**src/rtl/indexed_shift_list_macros.svh**
```systemverilog
// Assertion macros shared by the indexed shift list RTL.
`ifndef INDEXED_SHIFT_LIST_MACROS_SVH
`define INDEXED_SHIFT_LIST_MACROS_SVH
`ifndef SYNTH
// Checked on every clock edge outside reset.
`define ISL_ASSERT(label, clk, rst_n, prop) \
	label: assert property (@(posedge clk) disable iff (!rst_n) (prop)) \
		else $error("%m: assertion failed");
// Checked on every clock edge, reset included.
`define ISL_ASSERT_ALWAYS(label, clk, prop) \
	label: assert property (@(posedge clk) (prop)) \
		else $error("%m: assertion failed");
`else
`define ISL_ASSERT(label, clk, rst_n, prop)
`define ISL_ASSERT_ALWAYS(label, clk, prop)
`endif
`endif

```
**src/rtl/isl_pkg.sv**
```systemverilog
// Types, codes and constants shared by the indexed shift list modules.
`timescale 1ns / 1ps
package isl_pkg;

	localparam int OP_W         = 3;
	localparam int INDEX_W      = 5;
	localparam int VALUE_W      = 32;
	localparam int STATUS_W     = 2;
	localparam int FIDX_W       = 4;
	localparam int COUNT_W      = 5;
	localparam int DEPTH_DEFAULT = 16;

	typedef enum logic [OP_W-1:0] {
		OP_GET,
		OP_FIND,
		OP_INSERT,
		OP_REMOVE,
		OP_CLEAR
	} isl_op_t;

	typedef enum logic [STATUS_W-1:0] {
		ST_OK,
		ST_BAD_INDEX,
		ST_FULL,
		ST_NOT_FOUND
	} isl_status_t;

	typedef struct packed {
		logic [OP_W-1:0]    op;
		logic [INDEX_W-1:0] index;
		logic [VALUE_W-1:0] value;
	} isl_req_t;

	typedef struct packed {
		logic [STATUS_W-1:0] status;
		logic [VALUE_W-1:0]  read_value;
		logic [FIDX_W-1:0]   found_index;
		logic [COUNT_W-1:0]  count;
	} isl_rsp_t;

	// Command broadcast to every cell of the chain.
	typedef struct packed {
		logic               apply;
		logic               ins;
		logic               rem;
		logic               get;
		logic               find;
		logic [INDEX_W-1:0] index;
		logic [VALUE_W-1:0] value;
	} isl_cmd_t;

endpackage

```
**src/rtl/isl_cell.sv**
```systemverilog
// One storage cell of the list: holds one entry and shifts with its neighbours.
`timescale 1ns / 1ps
module isl_cell
	import isl_pkg::*;
#(
	parameter int POS = 0
) (
	input  logic               clk,
	input  logic               arst_n,
	input  isl_cmd_t           cmd,
	input  logic               live,
	input  logic [VALUE_W-1:0] prev_entry,
	input  logic [VALUE_W-1:0] next_entry,
	output logic [VALUE_W-1:0] entry,
	output logic               hit
);

	logic [VALUE_W-1:0] entry_q;
	logic               hit_q;
	logic               above_idx;
	logic               at_idx;

	assign above_idx = POS > int'(cmd.index);
	assign at_idx    = POS == int'(cmd.index);

	// An insert takes the left neighbour above the index; a remove takes the right one at and above it.
	always_ff @(posedge clk) begin
		if (cmd.ins) begin
			if (above_idx) begin
				entry_q <= prev_entry;
			end else if (at_idx) begin
				entry_q <= cmd.value;
			end
		end else if (cmd.rem && (above_idx || at_idx)) begin
			entry_q <= next_entry;
		end
	end

	always_ff @(posedge clk or negedge arst_n) begin
		if (!arst_n) begin
			hit_q <= 1'b0;
		end else if (cmd.apply) begin
			hit_q <= (cmd.get && at_idx) || (cmd.find && live && entry_q == cmd.value);
		end
	end

	assign entry = entry_q;
	assign hit   = hit_q;

endmodule

```
**src/rtl/isl_tree.sv**
```systemverilog
// Registered priority tree that picks the lowest flagged cell and its entry.
`timescale 1ns / 1ps
module isl_tree
	import isl_pkg::*;
#(
	parameter int DEPTH = DEPTH_DEFAULT
) (
	input  logic                            clk,
	input  logic [DEPTH-1:0]                hit,
	input  logic [DEPTH-1:0][VALUE_W-1:0]   data,
	output logic                            root_hit,
	output logic [$clog2(DEPTH)-1:0]        root_idx,
	output logic [VALUE_W-1:0]              root_data
);

	localparam int IW = $clog2(DEPTH);
	localparam int N  = 1 << IW;

	typedef struct packed {
		logic               hit;
		logic [IW-1:0]      idx;
		logic [VALUE_W-1:0] data;
	} node_t;

	node_t leaf_n [N];
	node_t node_q [1:N-1];

	for (genvar j = 0; j < N; j++) begin : g_leaf
		if (j < DEPTH) begin : g_used
			assign leaf_n[j] = '{hit: hit[j], idx: IW'(j), data: data[j]};
		end else begin : g_pad
			assign leaf_n[j] = '0;
		end
	end

	// The left child wins whenever it holds a flagged cell.
	for (genvar k = 1; k < N; k++) begin : g_node
		if (2 * k >= N) begin : g_bottom
			always_ff @(posedge clk) begin
				node_q[k] <= leaf_n[2*k-N].hit ? leaf_n[2*k-N] : leaf_n[2*k+1-N];
			end
		end else begin : g_inner
			always_ff @(posedge clk) begin
				node_q[k] <= node_q[2*k].hit ? node_q[2*k] : node_q[2*k+1];
			end
		end
	end

	assign root_hit  = node_q[1].hit;
	assign root_idx  = node_q[1].idx;
	assign root_data = node_q[1].data;

endmodule

```
**src/rtl/indexed_shift_list.sv**
```systemverilog
// Top level of the indexed shift list: control, cell chain and result register.
`timescale 1ns / 1ps
`include "indexed_shift_list_macros.svh"
// An ordered list of up to DEPTH 32-bit values held in a chain of cells, one
// entry per cell. A request is get, find, insert, remove or clear, and each
// request gives exactly one response carrying a status, the value read by a
// get, the lowest matching position found by a find, and the entry count after
// the request. Insert and remove shift the cells above the index by one place
// in the cycle the request transfer happens, every cell taking its neighbour's
// entry at once. Get and find flag the wanted cells in that same cycle, and a
// registered priority tree of L = ceil(log2(DEPTH)) levels then picks the
// lowest flagged cell. The block works on one request at a time: once a request
// is transferred, no new one is taken until its response has been loaded into
// the output register, a load held back while an earlier response waits there.
// The response is held in an output register, so a new request is taken while
// an earlier response still waits to be transferred. Bad indexes and inserts
// into a full list return an error status and leave the list unchanged;
// unused operation codes return an ok status and change nothing.
module indexed_shift_list
	import isl_pkg::*;
#(
	parameter int DEPTH = DEPTH_DEFAULT
) (
	input  logic     clk,
	input  logic     arst_n,
	input  logic     req_valid,
	output logic     req_ready,
	input  isl_req_t req,
	output logic     rsp_valid,
	input  logic     rsp_ready,
	output isl_rsp_t rsp
);

	localparam int CW  = $clog2(DEPTH + 1);
	localparam int IW  = $clog2(DEPTH);
	localparam int LAT = IW;
	localparam int WW  = $clog2(LAT + 1);

	typedef enum logic {
		S_IDLE,
		S_WAIT
	} state_t;

	state_t                  state_q;
	logic [WW-1:0]           wait_q;
	logic [CW-1:0]           count_q;
	logic                    pend_get_q;
	logic                    pend_find_q;
	isl_status_t             pend_status_q;
	isl_rsp_t                rsp_q;
	logic                    rsp_valid_q;

	logic                    accept;
	isl_cmd_t                cmd;
	isl_status_t             status_next;
	logic [CW-1:0]           count_next;
	logic                    full;

	logic [DEPTH-1:0][VALUE_W-1:0] ent;
	logic [DEPTH-1:0]              hit;
	logic [DEPTH-1:0]              live;

	logic                    root_hit;
	logic [IW-1:0]           root_idx;
	logic [VALUE_W-1:0]      root_data;
	logic                    result_ready;
	logic                    get_done;
	isl_status_t             final_status;

	assign req_ready = (state_q == S_IDLE);
	assign accept    = req_valid && req_ready;
	assign full      = (count_q == CW'(DEPTH));

	// Decode the request against the current count. The shift commands are
	// only raised for a request that is transferred and passes its checks.
	always_comb begin
		cmd         = '0;
		cmd.apply   = accept;
		cmd.index   = req.index;
		cmd.value   = req.value;
		status_next = ST_OK;
		count_next  = count_q;
		unique case (req.op)
			OP_GET: begin
				cmd.get = 1'b1;
				if (int'(req.index) >= int'(count_q)) begin
					status_next = ST_BAD_INDEX;
				end
			end
			OP_FIND: begin
				cmd.find = 1'b1;
			end
			OP_INSERT: begin
				if (int'(req.index) > int'(count_q)) begin
					status_next = ST_BAD_INDEX;
				end else if (full) begin
					status_next = ST_FULL;
				end else begin
					cmd.ins    = accept;
					count_next = count_q + 1'b1;
				end
			end
			OP_REMOVE: begin
				if (int'(req.index) >= int'(count_q)) begin
					status_next = ST_BAD_INDEX;
				end else begin
					cmd.rem    = accept;
					count_next = count_q - 1'b1;
				end
			end
			OP_CLEAR: begin
				count_next = '0;
			end
			default: begin
			end
		endcase
	end

	// The chain of cells. The end cells see their own entry as the missing
	// neighbour; what they shift in there lies beyond the count.
	for (genvar g = 0; g < DEPTH; g++) begin : g_cell
		logic [VALUE_W-1:0] prev_entry;
		logic [VALUE_W-1:0] next_entry;

		if (g == 0) begin : g_first
			assign prev_entry = ent[g];
		end else begin : g_prev
			assign prev_entry = ent[g-1];
		end
		if (g == DEPTH - 1) begin : g_last
			assign next_entry = ent[g];
		end else begin : g_next
			assign next_entry = ent[g+1];
		end

		assign live[g] = (g < int'(count_q));

		isl_cell #(
			.POS (g)
		) u_cell (
			.clk        (clk),
			.arst_n     (arst_n),
			.cmd        (cmd),
			.live       (live[g]),
			.prev_entry (prev_entry),
			.next_entry (next_entry),
			.entry      (ent[g]),
			.hit        (hit[g])
		);
	end

	isl_tree #(
		.DEPTH (DEPTH)
	) u_tree (
		.clk       (clk),
		.hit       (hit),
		.data      (ent),
		.root_hit  (root_hit),
		.root_idx  (root_idx),
		.root_data (root_data)
	);

	// The tree output is settled once the wait count has run out, and it is
	// loaded as soon as the output register is free or being emptied.
	assign result_ready = (state_q == S_WAIT) && (wait_q == '0) &&
		(!rsp_valid_q || rsp_ready);
	assign final_status = pend_find_q ? (root_hit ? ST_OK : ST_NOT_FOUND) : pend_status_q;
	assign get_done     = result_ready && pend_get_q && (pend_status_q == ST_OK);

	always_ff @(posedge clk or negedge arst_n) begin
		if (!arst_n) begin
			state_q       <= S_IDLE;
			wait_q        <= '0;
			count_q       <= '0;
			pend_get_q    <= 1'b0;
			pend_find_q   <= 1'b0;
			pend_status_q <= ST_OK;
			rsp_q         <= '0;
			rsp_valid_q   <= 1'b0;
		end else begin
			// The output register is full after a load, and stays full until
			// its transfer happens.
			rsp_valid_q <= result_ready || (rsp_valid_q && !rsp_ready);
			unique case (state_q)
				S_IDLE: begin
					if (accept) begin
						state_q       <= S_WAIT;
						wait_q        <= WW'(LAT);
						count_q       <= count_next;
						pend_get_q    <= cmd.get;
						pend_find_q   <= cmd.find;
						pend_status_q <= status_next;
					end
				end
				S_WAIT: begin
					if (wait_q != '0) begin
						wait_q <= wait_q - 1'b1;
					end else if (result_ready) begin
						state_q           <= S_IDLE;
						rsp_q.status      <= final_status;
						rsp_q.read_value  <= (pend_get_q && pend_status_q == ST_OK) ?
							root_data : '0;
						rsp_q.found_index <= (pend_find_q && root_hit) ?
							FIDX_W'(root_idx) : '0;
						rsp_q.count       <= COUNT_W'(count_q);
					end
				end
				default: begin
					state_q <= S_IDLE;
				end
			endcase
		end
	end

	assign rsp_valid = rsp_valid_q;
	assign rsp       = rsp_q;

	`ISL_ASSERT(a_count_range, clk, arst_n, count_q <= CW'(DEPTH))
	`ISL_ASSERT(a_one_at_a_time, clk, arst_n, accept |=> !req_ready)
	`ISL_ASSERT(a_get_hits, clk, arst_n, get_done |-> root_hit)
	`ISL_ASSERT(a_insert_grows, clk, arst_n, cmd.ins |=> count_q == $past(count_q) + 1'b1)

endmodule
```
**config.mk**
```make
export PLATFORM = sky130hd
export DESIGN_NAME = indexed_shift_list
export DESIGN_NICKNAME = d
export VERILOG_FILES = /design/src/rtl/isl_pkg.sv /design/src/rtl/isl_cell.sv /design/src/rtl/isl_tree.sv /design/src/rtl/indexed_shift_list.sv
export VERILOG_INCLUDE_DIRS = /design/src /design/src/rtl
export SDC_FILE = /design/constraint.sdc
export NUM_CORES = 2
export LEC_CHECK = 0
export BUFFER_PORTS_ARGS = -buffer_cell sky130_fd_sc_hd__buf_2
export CORE_MARGIN = 5
export CORE_UTILIZATION = 55
export DETAILED_ROUTE_END_ITERATION = 6
export GPL_TIMING_DRIVEN = 1
export PLACE_DENSITY = 0.73
export SETUP_SLACK_MARGIN = 0.02
export SYNTH_ARGS = -nofsm -noshare
export SYNTH_HDL_FRONTEND = slang
export SYNTH_HIERARCHICAL = 1
export SYNTH_SLANG_ARGS = --single-unit
```
**constraint.sdc**
```tcl
create_clock -name clk -period 6.1 [get_ports clk]
set_clock_uncertainty 0.15 [all_clocks]
set_input_delay 1.22 -clock clk [delete_from_list [all_inputs] [get_ports clk]]
set_output_delay 1.22 -clock clk [all_outputs]
set_load 0.02 [all_outputs]
```
==> impl_metrics.tcl <==
set metrics [dict create \
    critPathKind "flip-flop to flip-flop" \
    synthTopCellsByArea "edfxtp_1 28%, dfxtp_1 19%, mux2_4 12%, mux2i_1 8.9%, xnor2_1 7.3%" \
    yosysTopAreaCellShare_pct 28.24 \
    violations "DRC" \
    ir_worst_vdd_mv 0.2571 \
    reg2reg_from "count_q[1]" \
    cap_viol_max_count 0 \
    final_antenna_net_count 0 \
    critPathRequiredTime_ns 6.47 \
    drv_slew 0 \
    cp-endpoint "g_cell[13].u_cell/entry[1]" \
    synth_cells 4448 \
    core_um2 98280 \
    critPathLaunchType "flip-flop" \
    crit_fanout 237 \
    tns_ns 0 \
    seq_area_frac_synth_pct 50.75 \
    arrival_ns 4.55 \
    hp-class "flip-flop to flip-flop" \
    status "finished, violations left" \
    remaining_drc_errors 1 \
    grt_overflow_total 0 \
    timing.final.ws_setup_ns 1.917 \
    die_w_um 324.6 \
    p_leak_uw 0.02273 \
    dr.pass1.iters 7 \
    r2r_slack_ns 1.92 \
    rows 115 \
    synth-edff-count 512 \
    r2r_cells 11 \
    synth_seq_cells 1106 \
    rsz0062_at_grt "false" \
    worst_setup_path_end_kind "flip-flop" \
    yosysMostFrequentCell "dfxtp_1" \
    dr.first_iter.drc_count 4668 \
    dp_slack_ns 1.632 \
    synth_top_area_cell "edfxtp_1" \
    timing.final.crit_period_ns 4.183 \
    nets 4533 \
    clockBufferDepth 3 \
    cts_root_buf "clkbuf_16" \
    io_pins 89 \
    clk_latency_ns 0.71 \
    grt_usage_pct 28.87 \
    cts_tree "done" \
    routedWlPerCell_um 26.96 \
    met1_usage_pct 39.17 \
    drive_gt1_share_pct 21.40 \
    ys.flop_type "dfxtp_1" \
    met3_usage_pct 8.226 \
    place.gp.congestion 0.9675 \
    min_period_over_period_pct 68.57 \
    portBuffers 88 \
    grt_use_met2_pct 45.00 \
    rr_endpoint "g_cell[13].u_cell/entry[1]" \
    die-area_um2 105400 \
    final_core_util_pct 59.98 \
    initial_core_util_pct 55.40 \
    wl_um 158200 \
    numCtsBuffers 109 \
    htreeDepth 3 \
    vias_per_cell 6.110 \
    first_global_vias 34350 \
    relSlewSlack_pct 21.72 \
    tightest_slew_ns 1.163 \
    grt_start_max_net_pins 238 \
    cts_hold_buf 0 \
    synth_warnings 6 \
    power_density_nw_per_um2 346.4 \
    vias 35850 \
    synth_area_um2 54440 \
    die_y_um 324.6 \
    cts.sinks 1106 \
    grt_busiest_layer "met2" \
    cts_resized 0 \
    antenna_found_initial 7 \
    synth.distinct_cells 74 \
    postSynthAreaPerCell_um2 12.24 \
    async_flop_share_pct 6.600 \
    synthTopCellsByCount "521 x dfxtp_1, 512 x edfxtp_1, 508 x nor2_1" \
    hpwl_um 110100 \
    setup_viol_count_final 0 \
    fmax_mhz 239.1 \
    path_clk_slew_ns 0.06 \
    startpoint "count_q[1]" \
    grt_pass1_wl_um 231800 \
    syn_to_final_growth_pct 8.269 \
    cts_setup_buffers 0 \
    hold_viol 0 \
    syn_nets 4503 \
]
## area by class of cell
type                       count  area, um2
antenna                        5      12.51
clock buffer                 166       3418
clock inverter                42      356.6
fill                        7801      39330
inverter                      30      112.6
multi-input combinational   3044      24530
sequential                  1106      27650
tap                         1287       1610
timing repair buffer         187       1249
## how the worst min path moves through the flow
stage / endpoint / depth (start not counted) / startpoint
finish: u_tree/node_q[0][147] / 1 / u_tree/node_q[0][332]
global route: g_cell[11].u_cell/hit / 1 / arst_n
CTS: rsp[6] / 1 / arst_n
detailed placement: u_tree/node_q[0][147] / 1 / u_tree/node_q[0][332]
global placement: u_tree/node_q[0][184] / 1 / u_tree/node_q[0][406]
floorplan: u_tree/node_q[0][110] / 1 / u_tree/node_q[0][258]
## layer usage
layer  vias up  wire, um
li1      15930         -
met1     17760     62750
met2      1902     71840
met3       242     18100
met4         6      5458
met5         -        37
## cell families after synthesis
group / after synthesis / synth area share [%]
and+or+nand+nor: 951 / 8.152
buffers and inverters: 298 / 4.390
adders and majority gates: 11 / 0.2528
muxes: 1010 / 22.68
AOI/OAI and AO/OA: 560 / 5.536
xor gates and xnor gates: 512 / 8.237
DFF: 1106 / 50.75
## metrics by stage
step	total power, uW	instance area [um2]	hold WS [ns]	cells
after floorplan	12310	54470	0.2395	4448
after global placement	13390	55160	0.2432	5654
after detailed placement	13470	55160	0.2457	5654
after global routing	21020	58930	0.2800	5862
after CTS	20370	58930	0.2567	5862
final	20420	58940	0.2596	5867
## critical path: stages (launching register included)
cell and delay (ns):
dfrtp_1 0.47, inv_1 0.35, ha_1 0.33, nor2b_1 0.14
o21a_1 0.16, o211ai_1 0.16, a22oi_1 0.14, nor3_2 0.36
buf_4 0.46, buf_12 0.63, nor2_1 0.16, a21oi_1 0.21
## report_power, final
part | internal [uW] | switching, uW | leakage (uW)
clock | 4010 | 2980 | 0.00189
combinational | 1830 | 2270 | 0.0109
sequential | 8730 | 600 | 0.00995
## registers in the layout (all words and copies together), names as in the netlist
signal / cells
count_q: 5
g_cell.u_cell/entry: 512
g_cell.u_cell/hit: 16
pend_find_q: 1
pend_get_q: 1
pend_status_q: 2
rsp: 43
rsp_valid: 1
state_q: 1
u_tree/node_q: 521
wait_q: 3
## cells in the final DEF, fill, tap and decap left out, types with 72 or more instances in the layout
cell type / count
mux2_2: 108
clkbuf_16: 119
dfxtp_1: 514
buf_2: 87
nand2_1: 111
nor2_1: 506
xnor2_1: 451
buf_4: 95
mux2i_1: 482
edfxtp_1: 512
a21oi_1: 486
mux2_4: 420
nand3_1: 72
nand4_1: 129
Power figures use the tool's default switching activity.
